File: src/sv/iorb_pkg.sv
// Shared types and constants of the in-order release buffer.
`default_nettype none

package iorb_pkg;

  // Reorder window; slots are addressed by the low bits of the sequence number,
  // so WINDOW must be a power of two.
  localparam int WINDOW       = 16;
  localparam int IDX_BITS     = $clog2(WINDOW);
  localparam int CNT_BITS     = IDX_BITS + 1;
  localparam int SEQ_BITS     = 32;
  localparam int WORD_BITS    = 32;
  localparam int PAYLOAD_BITS = 32;

  localparam int CMDQ_DEPTH    = 2;
  localparam int CMDQ_PTR_BITS = (CMDQ_DEPTH > 1) ? $clog2(CMDQ_DEPTH) : 1;
  localparam int CMDQ_CNT_BITS = $clog2(CMDQ_DEPTH + 1);

  localparam int OUTQ_DEPTH    = 4;
  localparam int OUTQ_PTR_BITS = $clog2(OUTQ_DEPTH);
  localparam int OUTQ_CNT_BITS = $clog2(OUTQ_DEPTH + 1);

  localparam logic ACT_PUSH  = 1'b0;
  localparam logic ACT_DRAIN = 1'b1;

  localparam logic STATUS_OK     = 1'b0;
  localparam logic STATUS_REJECT = 1'b1;

  typedef struct packed {
    logic                    drain;
    logic [SEQ_BITS-1:0]     seq;
    logic [PAYLOAD_BITS-1:0] data;
  } cmd_t;

  typedef struct packed {
    logic [WORD_BITS-1:0] payload;
    logic [SEQ_BITS-1:0]  index;
    logic                 status;
    logic                 last;
  } result_t;

endpackage

`default_nettype wire

File: src/sv/in_order_release_buffer_unit.sv
// Top level: in-order release buffer (reorder buffer with a 16-entry window).
// Flow: each command passes the command queue, the release sequencer and the result stage
// on its way to the result queue; the sequencer takes one command at a time, releases a
// completed run entry by entry, and a drain walks the window slots at one slot per cycle
// (up to 16), holding on a stored slot while the result queue has no room.
// Reset: rst (synchronous) clears the slot valid bits, next expected number and all
// queues at once; slot data needs no clearing, so the block accepts right after reset.
`default_nettype none

module in_order_release_buffer_unit (
  input  wire logic                           clk,
  input  wire logic                           rst,
  // input side, queue style
  input  wire logic                           push,
  output logic                                full,
  input  wire logic                           action,
  input  wire logic [iorb_pkg::SEQ_BITS-1:0]  seq_index,
  input  wire logic [iorb_pkg::WORD_BITS-1:0] payload,
  // result side, queue style
  output logic                                empty,
  input  wire logic                           pop,
  output logic [iorb_pkg::WORD_BITS-1:0]      out_payload,
  output logic [iorb_pkg::SEQ_BITS-1:0]       out_index,
  output logic                                status,
  output logic                                last
);

  // Front to back: decoded commands.
  logic                                  cmd_valid;
  iorb_pkg::cmd_t                        cmd;
  logic                                  cmd_pop;

  // Back to result queue.
  logic                                  res_valid;
  iorb_pkg::result_t                     res;
  logic [iorb_pkg::OUTQ_CNT_BITS-1:0]    outq_free;
  iorb_pkg::result_t                     head;

  // Accept each transaction into a short command queue and decode the action there,
  // so the input side keeps taking items while the back end is busy releasing.
  iorb_front u_front (
    .clk       (clk),
    .rst       (rst),
    .push      (push),
    .full      (full),
    .action    (action),
    .seq_index (seq_index),
    .payload   (payload),
    .cmd_valid (cmd_valid),
    .cmd       (cmd),
    .cmd_pop   (cmd_pop)
  );

  // Carry out one command at a time: window check, duplicate check, slot store
  // addressed by the low sequence bits, then release the run at the expected number
  // (or walk the whole window for a drain). Issue only with room in the result queue.
  iorb_engine u_engine (
    .clk       (clk),
    .rst       (rst),
    .cmd_valid (cmd_valid),
    .cmd       (cmd),
    .cmd_pop   (cmd_pop),
    .outq_free (outq_free),
    .res_valid (res_valid),
    .res       (res)
  );

  // Hold finished results until the consumer takes them.
  iorb_out_queue u_out_queue (
    .clk     (clk),
    .rst     (rst),
    .wr_en   (res_valid),
    .wr_data (res),
    .free    (outq_free),
    .empty   (empty),
    .pop     (pop),
    .rd_data (head)
  );

  assign out_payload = head.payload;
  assign out_index   = head.index;
  assign status      = head.status;
  assign last        = head.last;

endmodule

`default_nettype wire

File: src/sv/iorb_front.sv
// Front end: accept transactions, decode the action and queue them as commands.
`default_nettype none

module iorb_front (
  input  wire logic                           clk,
  input  wire logic                           rst,
  input  wire logic                           push,
  output logic                                full,
  input  wire logic                           action,
  input  wire logic [iorb_pkg::SEQ_BITS-1:0]  seq_index,
  input  wire logic [iorb_pkg::WORD_BITS-1:0] payload,
  output logic                                cmd_valid,
  output iorb_pkg::cmd_t                      cmd,
  input  wire logic                           cmd_pop
);

  iorb_pkg::cmd_t                          q [iorb_pkg::CMDQ_DEPTH];
  logic [iorb_pkg::CMDQ_PTR_BITS-1:0]      wptr;
  logic [iorb_pkg::CMDQ_PTR_BITS-1:0]      rptr;
  logic [iorb_pkg::CMDQ_CNT_BITS-1:0]      count;
  logic                                    wr_en;
  logic                                    rd_en;
  iorb_pkg::cmd_t                          decoded;

  assign full      = (count == iorb_pkg::CMDQ_CNT_BITS'(iorb_pkg::CMDQ_DEPTH));
  assign cmd_valid = (count != '0);
  assign cmd       = q[rptr];
  assign wr_en     = push && !full;
  assign rd_en     = cmd_pop && cmd_valid;

  always_comb begin
    decoded.drain = (action == iorb_pkg::ACT_DRAIN);
    decoded.seq   = seq_index;
    decoded.data  = iorb_pkg::PAYLOAD_BITS'(payload);
  end

  always_ff @(posedge clk) begin
    if (wr_en) begin
      q[wptr] <= decoded;
    end
  end

  always_ff @(posedge clk) begin
    if (rst) begin
      wptr  <= '0;
      rptr  <= '0;
      count <= '0;
    end else begin
      if (wr_en) begin
        wptr <= (wptr == iorb_pkg::CMDQ_PTR_BITS'(iorb_pkg::CMDQ_DEPTH - 1)) ? '0 :
                wptr + 1'b1;
      end
      if (rd_en) begin
        rptr <= (rptr == iorb_pkg::CMDQ_PTR_BITS'(iorb_pkg::CMDQ_DEPTH - 1)) ? '0 :
                rptr + 1'b1;
      end
      count <= count + iorb_pkg::CMDQ_CNT_BITS'(wr_en) - iorb_pkg::CMDQ_CNT_BITS'(rd_en);
    end
  end

endmodule

`default_nettype wire

File: src/sv/iorb_engine.sv
// Back end: slot store, window check, in-order release and drain sequencer.
`default_nettype none

module iorb_engine (
  input  wire logic                               clk,
  input  wire logic                               rst,
  input  wire logic                               cmd_valid,
  input  wire iorb_pkg::cmd_t                     cmd,
  output logic                                    cmd_pop,
  input  wire logic [iorb_pkg::OUTQ_CNT_BITS-1:0] outq_free,
  output logic                                    res_valid,
  output iorb_pkg::result_t                       res
);

  localparam logic [1:0] ST_IDLE  = 2'd0;
  localparam logic [1:0] ST_RUN   = 2'd1;
  localparam logic [1:0] ST_DRAIN = 2'd2;

  logic [1:0]                             state;
  logic [1:0]                             state_next;
  logic [iorb_pkg::WINDOW-1:0]            valid;
  logic [iorb_pkg::CNT_BITS-1:0]          occ;
  logic [iorb_pkg::SEQ_BITS-1:0]          expected;
  logic [iorb_pkg::SEQ_BITS-1:0]          base;
  logic [iorb_pkg::IDX_BITS-1:0]          walk;
  logic [iorb_pkg::CNT_BITS-1:0]          remain;

  logic [iorb_pkg::PAYLOAD_BITS-1:0]      mem [iorb_pkg::WINDOW];
  logic [iorb_pkg::PAYLOAD_BITS-1:0]      rdata;

  logic                                   stage_valid;
  logic [iorb_pkg::SEQ_BITS-1:0]          stage_index;
  logic                                   stage_status;
  logic                                   stage_last;

  logic                                   room;
  logic                                   issue;
  logic [iorb_pkg::SEQ_BITS-1:0]          iss_index;
  logic                                   iss_status;
  logic                                   iss_last;
  logic [iorb_pkg::IDX_BITS-1:0]          raddr;
  logic                                   store;
  logic                                   release_en;
  logic [iorb_pkg::IDX_BITS-1:0]          clr_idx;
  logic                                   drain_start;

  logic [iorb_pkg::SEQ_BITS-1:0]          offset;
  logic [iorb_pkg::IDX_BITS-1:0]          seq_idx;
  logic [iorb_pkg::IDX_BITS-1:0]          exp_idx;
  logic [iorb_pkg::IDX_BITS-1:0]          exp_idx_nxt;
  logic [iorb_pkg::IDX_BITS-1:0]          drn_idx;
  logic                                   reject;

  assign offset      = cmd.seq - expected;
  assign seq_idx     = cmd.seq[iorb_pkg::IDX_BITS-1:0];
  assign exp_idx     = expected[iorb_pkg::IDX_BITS-1:0];
  assign exp_idx_nxt = exp_idx + iorb_pkg::IDX_BITS'(1);
  assign drn_idx     = base[iorb_pkg::IDX_BITS-1:0] + walk;
  assign reject      = (offset[iorb_pkg::SEQ_BITS-1:iorb_pkg::IDX_BITS] != '0) ||
                       valid[seq_idx];
  // Credit: a result already in the stage takes one free slot of the output queue.
  assign room        = (outq_free > iorb_pkg::OUTQ_CNT_BITS'(stage_valid));

  always_comb begin
    state_next  = state;
    cmd_pop     = 1'b0;
    issue       = 1'b0;
    iss_index   = expected;
    iss_status  = iorb_pkg::STATUS_OK;
    iss_last    = 1'b0;
    raddr       = exp_idx;
    store       = 1'b0;
    release_en  = 1'b0;
    clr_idx     = exp_idx;
    drain_start = 1'b0;
    unique case (state)
      ST_IDLE: begin
        if (cmd_valid) begin
          if (cmd.drain) begin
            cmd_pop = 1'b1;
            if (occ != '0) begin
              drain_start = 1'b1;
              state_next  = ST_DRAIN;
            end
          end else if (reject) begin
            if (room) begin
              cmd_pop    = 1'b1;
              issue      = 1'b1;
              iss_index  = cmd.seq;
              iss_status = iorb_pkg::STATUS_REJECT;
              iss_last   = 1'b1;
            end
          end else begin
            cmd_pop    = 1'b1;
            store      = 1'b1;
            state_next = ST_RUN;
          end
        end
      end
      ST_RUN: begin
        if (!valid[exp_idx]) begin
          state_next = ST_IDLE;
        end else if (room) begin
          issue      = 1'b1;
          release_en = 1'b1;
          iss_last   = !valid[exp_idx_nxt];
          if (iss_last) begin
            state_next = ST_IDLE;
          end
        end
      end
      ST_DRAIN: begin
        raddr     = drn_idx;
        clr_idx   = drn_idx;
        iss_index = base + iorb_pkg::SEQ_BITS'(walk);
        if (valid[drn_idx]) begin
          if (room) begin
            issue      = 1'b1;
            release_en = 1'b1;
            iss_last   = (remain == iorb_pkg::CNT_BITS'(1));
            if (iss_last) begin
              state_next = ST_IDLE;
            end
          end
        end
      end
      default: begin
        state_next = ST_IDLE;
      end
    endcase
  end

  // Slot memory: write on store, registered read whenever a result issues.
  always_ff @(posedge clk) begin
    if (store) begin
      mem[seq_idx] <= cmd.data;
    end
    if (issue) begin
      rdata <= mem[raddr];
    end
  end

  always_ff @(posedge clk) begin
    if (issue) begin
      stage_index  <= iss_index;
      stage_status <= iss_status;
      stage_last   <= iss_last;
    end
    if (drain_start) begin
      base <= expected;
    end
  end

  always_ff @(posedge clk) begin
    if (rst) begin
      state       <= ST_IDLE;
      valid       <= '0;
      occ         <= '0;
      expected    <= '0;
      walk        <= '0;
      remain      <= '0;
      stage_valid <= 1'b0;
    end else begin
      state       <= state_next;
      stage_valid <= issue;
      if (store) begin
        valid[seq_idx] <= 1'b1;
        occ            <= occ + iorb_pkg::CNT_BITS'(1);
      end
      if (release_en) begin
        valid[clr_idx] <= 1'b0;
        occ            <= occ - iorb_pkg::CNT_BITS'(1);
        expected       <= expected + iorb_pkg::SEQ_BITS'(1);
      end
      if (drain_start) begin
        walk   <= '0;
        remain <= occ;
      end else if (state == ST_DRAIN) begin
        if (!valid[drn_idx]) begin
          walk <= walk + iorb_pkg::IDX_BITS'(1);
        end else if (release_en) begin
          walk   <= walk + iorb_pkg::IDX_BITS'(1);
          remain <= remain - iorb_pkg::CNT_BITS'(1);
        end
      end
    end
  end

  assign res_valid   = stage_valid;
  assign res.payload = (stage_status == iorb_pkg::STATUS_REJECT) ? '0 :
                       iorb_pkg::WORD_BITS'(rdata);
  assign res.index   = stage_index;
  assign res.status  = stage_status;
  assign res.last    = stage_last;

endmodule

`default_nettype wire

File: src/sv/iorb_out_queue.sv
// Result queue between the release sequencer and the result ports.
`default_nettype none

module iorb_out_queue (
  input  wire logic                               clk,
  input  wire logic                               rst,
  input  wire logic                               wr_en,
  input  wire iorb_pkg::result_t                  wr_data,
  output logic [iorb_pkg::OUTQ_CNT_BITS-1:0]      free,
  output logic                                    empty,
  input  wire logic                               pop,
  output iorb_pkg::result_t                       rd_data
);

  iorb_pkg::result_t                     q [iorb_pkg::OUTQ_DEPTH];
  logic [iorb_pkg::OUTQ_PTR_BITS-1:0]    wptr;
  logic [iorb_pkg::OUTQ_PTR_BITS-1:0]    rptr;
  logic [iorb_pkg::OUTQ_CNT_BITS-1:0]    count;
  logic                                  rd_en;

  assign empty   = (count == '0);
  assign free    = iorb_pkg::OUTQ_CNT_BITS'(iorb_pkg::OUTQ_DEPTH) - count;
  assign rd_data = q[rptr];
  assign rd_en   = pop && !empty;

  always_ff @(posedge clk) begin
    if (wr_en) begin
      q[wptr] <= wr_data;
    end
  end

  always_ff @(posedge clk) begin
    if (rst) begin
      wptr  <= '0;
      rptr  <= '0;
      count <= '0;
    end else begin
      if (wr_en) begin
        wptr <= wptr + iorb_pkg::OUTQ_PTR_BITS'(1);
      end
      if (rd_en) begin
        rptr <= rptr + iorb_pkg::OUTQ_PTR_BITS'(1);
      end
      count <= count + iorb_pkg::OUTQ_CNT_BITS'(wr_en) - iorb_pkg::OUTQ_CNT_BITS'(rd_en);
    end
  end

endmodule

`default_nettype wire

File: config.mk
export PLATFORM = sky130hd
export DESIGN_NAME = in_order_release_buffer_unit
export DESIGN_NICKNAME = d
export VERILOG_FILES = /design/src/sv/iorb_pkg.sv /design/src/sv/in_order_release_buffer_unit.sv /design/src/sv/iorb_front.sv /design/src/sv/iorb_engine.sv /design/src/sv/iorb_out_queue.sv
export SDC_FILE = /design/constraint.sdc
export NUM_CORES = 1
export LEC_CHECK = 0
export ABC_AREA = 0
export BUFFER_PORTS_ARGS = -buffer_cell sky130_fd_sc_hd__buf_2
export CORE_MARGIN = 2
export CORE_UTILIZATION = 35
export DETAILED_ROUTE_END_ITERATION = 8
export GPL_TIMING_DRIVEN = 1
export MAX_ROUTING_LAYER = met4
export SLEW_MARGIN = 5
export SYNTH_ARGS = -nofsm -noshare
export SYNTH_HDL_FRONTEND = slang
export SYNTH_SLANG_ARGS = --single-unit
File: constraint.sdc
create_clock -name clk -period 7.45 [get_ports clk]
set_clock_uncertainty 0.2 [all_clocks]
set_input_delay 0 -clock clk [delete_from_list [all_inputs] [get_ports clk]]
set_output_delay 0 -clock clk [all_outputs]
set_load 0.02 [all_outputs]
==> results.md <==
* Vias in the first global route at 25.5k
* FFs w/ async S/R, synth at 0%
* Placer Congestion at 0.879
* DRT Wirelength at approximately 110000 um
* Gr usage total at 17.3%
* Nets at around 3.2k
* GR Overflow Total at 0
* Max-cap violations at 0
* Setup CP Type: reg2reg
* Gr busiest metal: met2
* Arrival @ worst endpoint at between 6 and 7 ns
* Pwr/cell area at 341 nW/um2
* CTS max path bufs at 3
* Initial core utilization at 35.2%
* DRC Markers at 0
* DR pass1 iterations at 5
* Hold Path Origin: pop
* Worst EP required at 7.69 ns
* Placeable Area at 129000 um2
* RSZ-0062 raised after global routing: false
* Sw frac at 32.5%
* Maximum level of the CTS H-tree at 3
* Clock share of power at roughly 29%
* Library cells used by synthesis at 82
* Flop pwr share at 43.1%
* # rows at 132
* Final Max Tran Viols at 0
* Vias after detailed routing at 25.6k
* Final Hold Viols at 0
* Antenna violations before repair at 7
* Comb pwr share at 27.8%
* TritonCTS buffer count at 109
* Overall die width at between 300 and 400 um
* Non-filler cells, final at 4880
* Measured slew at the worst slew-check pin at 1.18 ns
* Hold path cells at 5
* HPWL Detailed at 71200 um
* Critical R2R Capture: u_engine.mem[14][22]
* Share of post-route cells with drive strength above 1 at 21.3%
* Mapped cell area at about 45000 um2
* Die area at between 100000 and 150000 um2
* Max Clk Rate at approximately 160 MHz
* TritonCTS clock tree: yes
* Avg Vias per Cell at 5.25
* Net switching power at 5.90 mW
* Pint at 12.2 mW
* Ys flop type: edfxtp_1
* Finish-stage setup viols at 0
* R2r setup slk at around 1.3 ns
* Largest net degree at the start of global routing at 81
* DR WL/cell at 22.9 um
* Worst setup EP type: flip-flop
* Clk sinks at 1083
* Worst r2r path cells at 14
* CP Launch Type: flip-flop
* Met2 Track Usage GR at 26.9%
* Die H at approximately 360 um
* First-pass GRT wire length at 167000 um
* Syn. warnings at 0
* Met1 Track Usage GR at 24.1%
* Worst vdd rail ir drop at 0.208 mV
* Register area share after synthesis at 70.0%
* Skew-Pair Late Insertion Delay at 0.76 ns
* CP max FO at 54
* Global Route met3 Usage at under 10%
* Minimum clock period at 6.13 ns
* Root Buffer: clkbuf_16
* Post-synthesis register bit count at 1083
* Slew HR at 20.4%
* Placed Instances at ~4.5k
* Worst hold endpoint: u_out_queue.rptr[0]
* Initial DRC Count at 2351
* Final TNS setup at 0 ns
* Worst Hold Class: in2reg
* Leakage power at 17.3 nW
* Mapped Nets at roughly 2.9k
* PortBufs at about 140
* Antenna Nets Post-Route at 0
* Status: complete, no violations
* Cells after Synth at 2735
* Post-CTS Setup Inserts at 0
* Synth Area per Inst at 16.6 um2
* Number of enable flip-flop cells after synthesis at ~1k
* Layout overhead on the synthesized area at 17.4%
* Clk slew on worst S/H paths at 0.06 ns
* Final period utilization at roughly 82%
* # IOs at 137
[worst max-delay path by stage]
stage / end / slack, ns / start
finish: u_engine.mem[14][22] / 1.32 / flip-flop
CTS: u_engine.mem[14][21] / 1.24 / flip-flop
detailed placement: u_engine.mem[14][17] / 1.25 / flip-flop
floorplan: u_engine.rdata[0] / 0.96 / flip-flop
global route: u_engine.mem[12][14] / 0.88 / flip-flop
global placement: u_engine.mem[14][19] / 1.27 / flip-flop
[Yosys cell counts, drive strengths merged, types with 25 or more instances]
cell / count / area [um2]
edfxtp: 1004 / 30100
mux4: 208 / 4680
nand2: 180 / 676
nor2: 125 / 469
nor3: 87 / 435
dfxtp: 79 / 1580
clkbuf: 77 / 290
inv: 75 / 282
a21oi: 67 / 343
mux2: 65 / 732
ha: 62 / 776
xnor2: 60 / 526
buf: 54 / 261
nor2b: 50 / 313
o21ai: 50 / 254
a211oi: 49 / 373
a31oi: 49 / 307
and2: 41 / 257
o22ai: 37 / 231
nand3: 32 / 160
nor4: 25 / 163
[stage by stage]
| step | total power, mW | worst slack [ns] | hold slack (ns) | cell area [um2] | utilization [%] |
|---|---|---|---|---|---|
| final | 18.1 | 1.32 | 0.203 | 53200 | 41.3 |
| after floorplan | 11.1 | 0.961 | -0.101 | 45400 | - |
| after detailed placement | 12.9 | 1.25 | -0.00812 | 48400 | 37.5 |
| after CTS | 18.3 | 1.24 | 0.145 | 53200 | 41.3 |
| after global routing | 19.0 | 0.883 | 0.203 | 53200 | 41.3 |
| after global placement | 12.9 | 1.27 | -0.0109 | 48400 | 37.5 |
[cells by family (layout without fill, tap and decap cells)]
group,Yosys count,in the layout,share of synthesized area (%)
AOI/OAI and AO/OA,383,383,5.80
xor gates and xnor gates,81,81,1.56
adders and majority gates,65,65,1.84
buffers and inverters,206,606,1.84
DFF,1083,1083,70.0
muxes,280,280,12.1
other,0,3,0
and+or+nand+nor,637,637,6.89
[critical path, cell delays in order (launching register included)]
cell and delay (ns):
dfxtp_4 0.95, mux2_2 0.43, ha_1 0.49, nand2_1 0.21, nor4_1 0.50, o311a_1 0.39
nor3_1 0.13, a21oi_1 0.23, xor2_1 0.12, nor4_1 0.49, and4_1 0.26, buf_4 0.25
nand2_1 0.27, nor2_4 0.58, buf_12 0.27
[layout make-up]
cell class / count / area, um2
Timing Repair Buffer: 328 / 2560
Antenna cell: 3 / 7.51
Clock buffer: 137 / 2860
Inverter: 75 / 282
Multi-Input combinational cell: 1446 / 13000
Fill cell: 11600 / 75700
Tap cell: 1742 / 2180
Sequential cell: 1083 / 31700
Clock inverter: 66 / 616
[sequential cells by signal, indices dropped and copies added, names as in the netlist, 3 cells and up, named ones only]
name,cells
u_engine.base,32
u_engine.expected,32
u_engine.mem,512
u_engine.occ,5
u_engine.rdata,32
u_engine.remain,5
u_engine.stage_index,32
u_engine.valid,16
u_engine.walk,4
u_front.q,130
u_out_queue.count,3
u_out_queue.q,264
[timing repair]
action	4_1_cts	5_1_grt
hold buffers	135	0
gates resized for setup	0	0
endpoints found under the hold margin	231	0
[per-layer routing]
layer	share of wire, %	up-vias
met3	5.8	133
met1	45	13200
met4	1.8	0
met5	0	-
met2	47	759
li1	-	11500
[power by group through the flow]
stage | registers, mW | logic [mW] | clock network [mW]
3_3_place_gp | 7.94 | 5.00 | 0
2_1_floorplan | 7.76 | 3.36 | 0
5_1_grt | 7.86 | 5.45 | 5.65
3_5_place_dp | 7.95 | 4.99 | 0
4_1_cts | 7.82 | 5.07 | 5.39
6_report | 7.82 | 5.05 | 5.28
[placed cells by master, fill, tap and decap left out, types with 65 or more instances in the layout]
cell	count
buf_2	136
clkbuf_16	109
dfxtp_1	76
dlygate4sd3_1	135
edfxtp_1	1004
inv_1	74
mux2_2	65
mux4_2	208
nand2_1	180
nor2_1	107
nor3_1	87
Note: power is estimated with default switching activity, not from simulation.
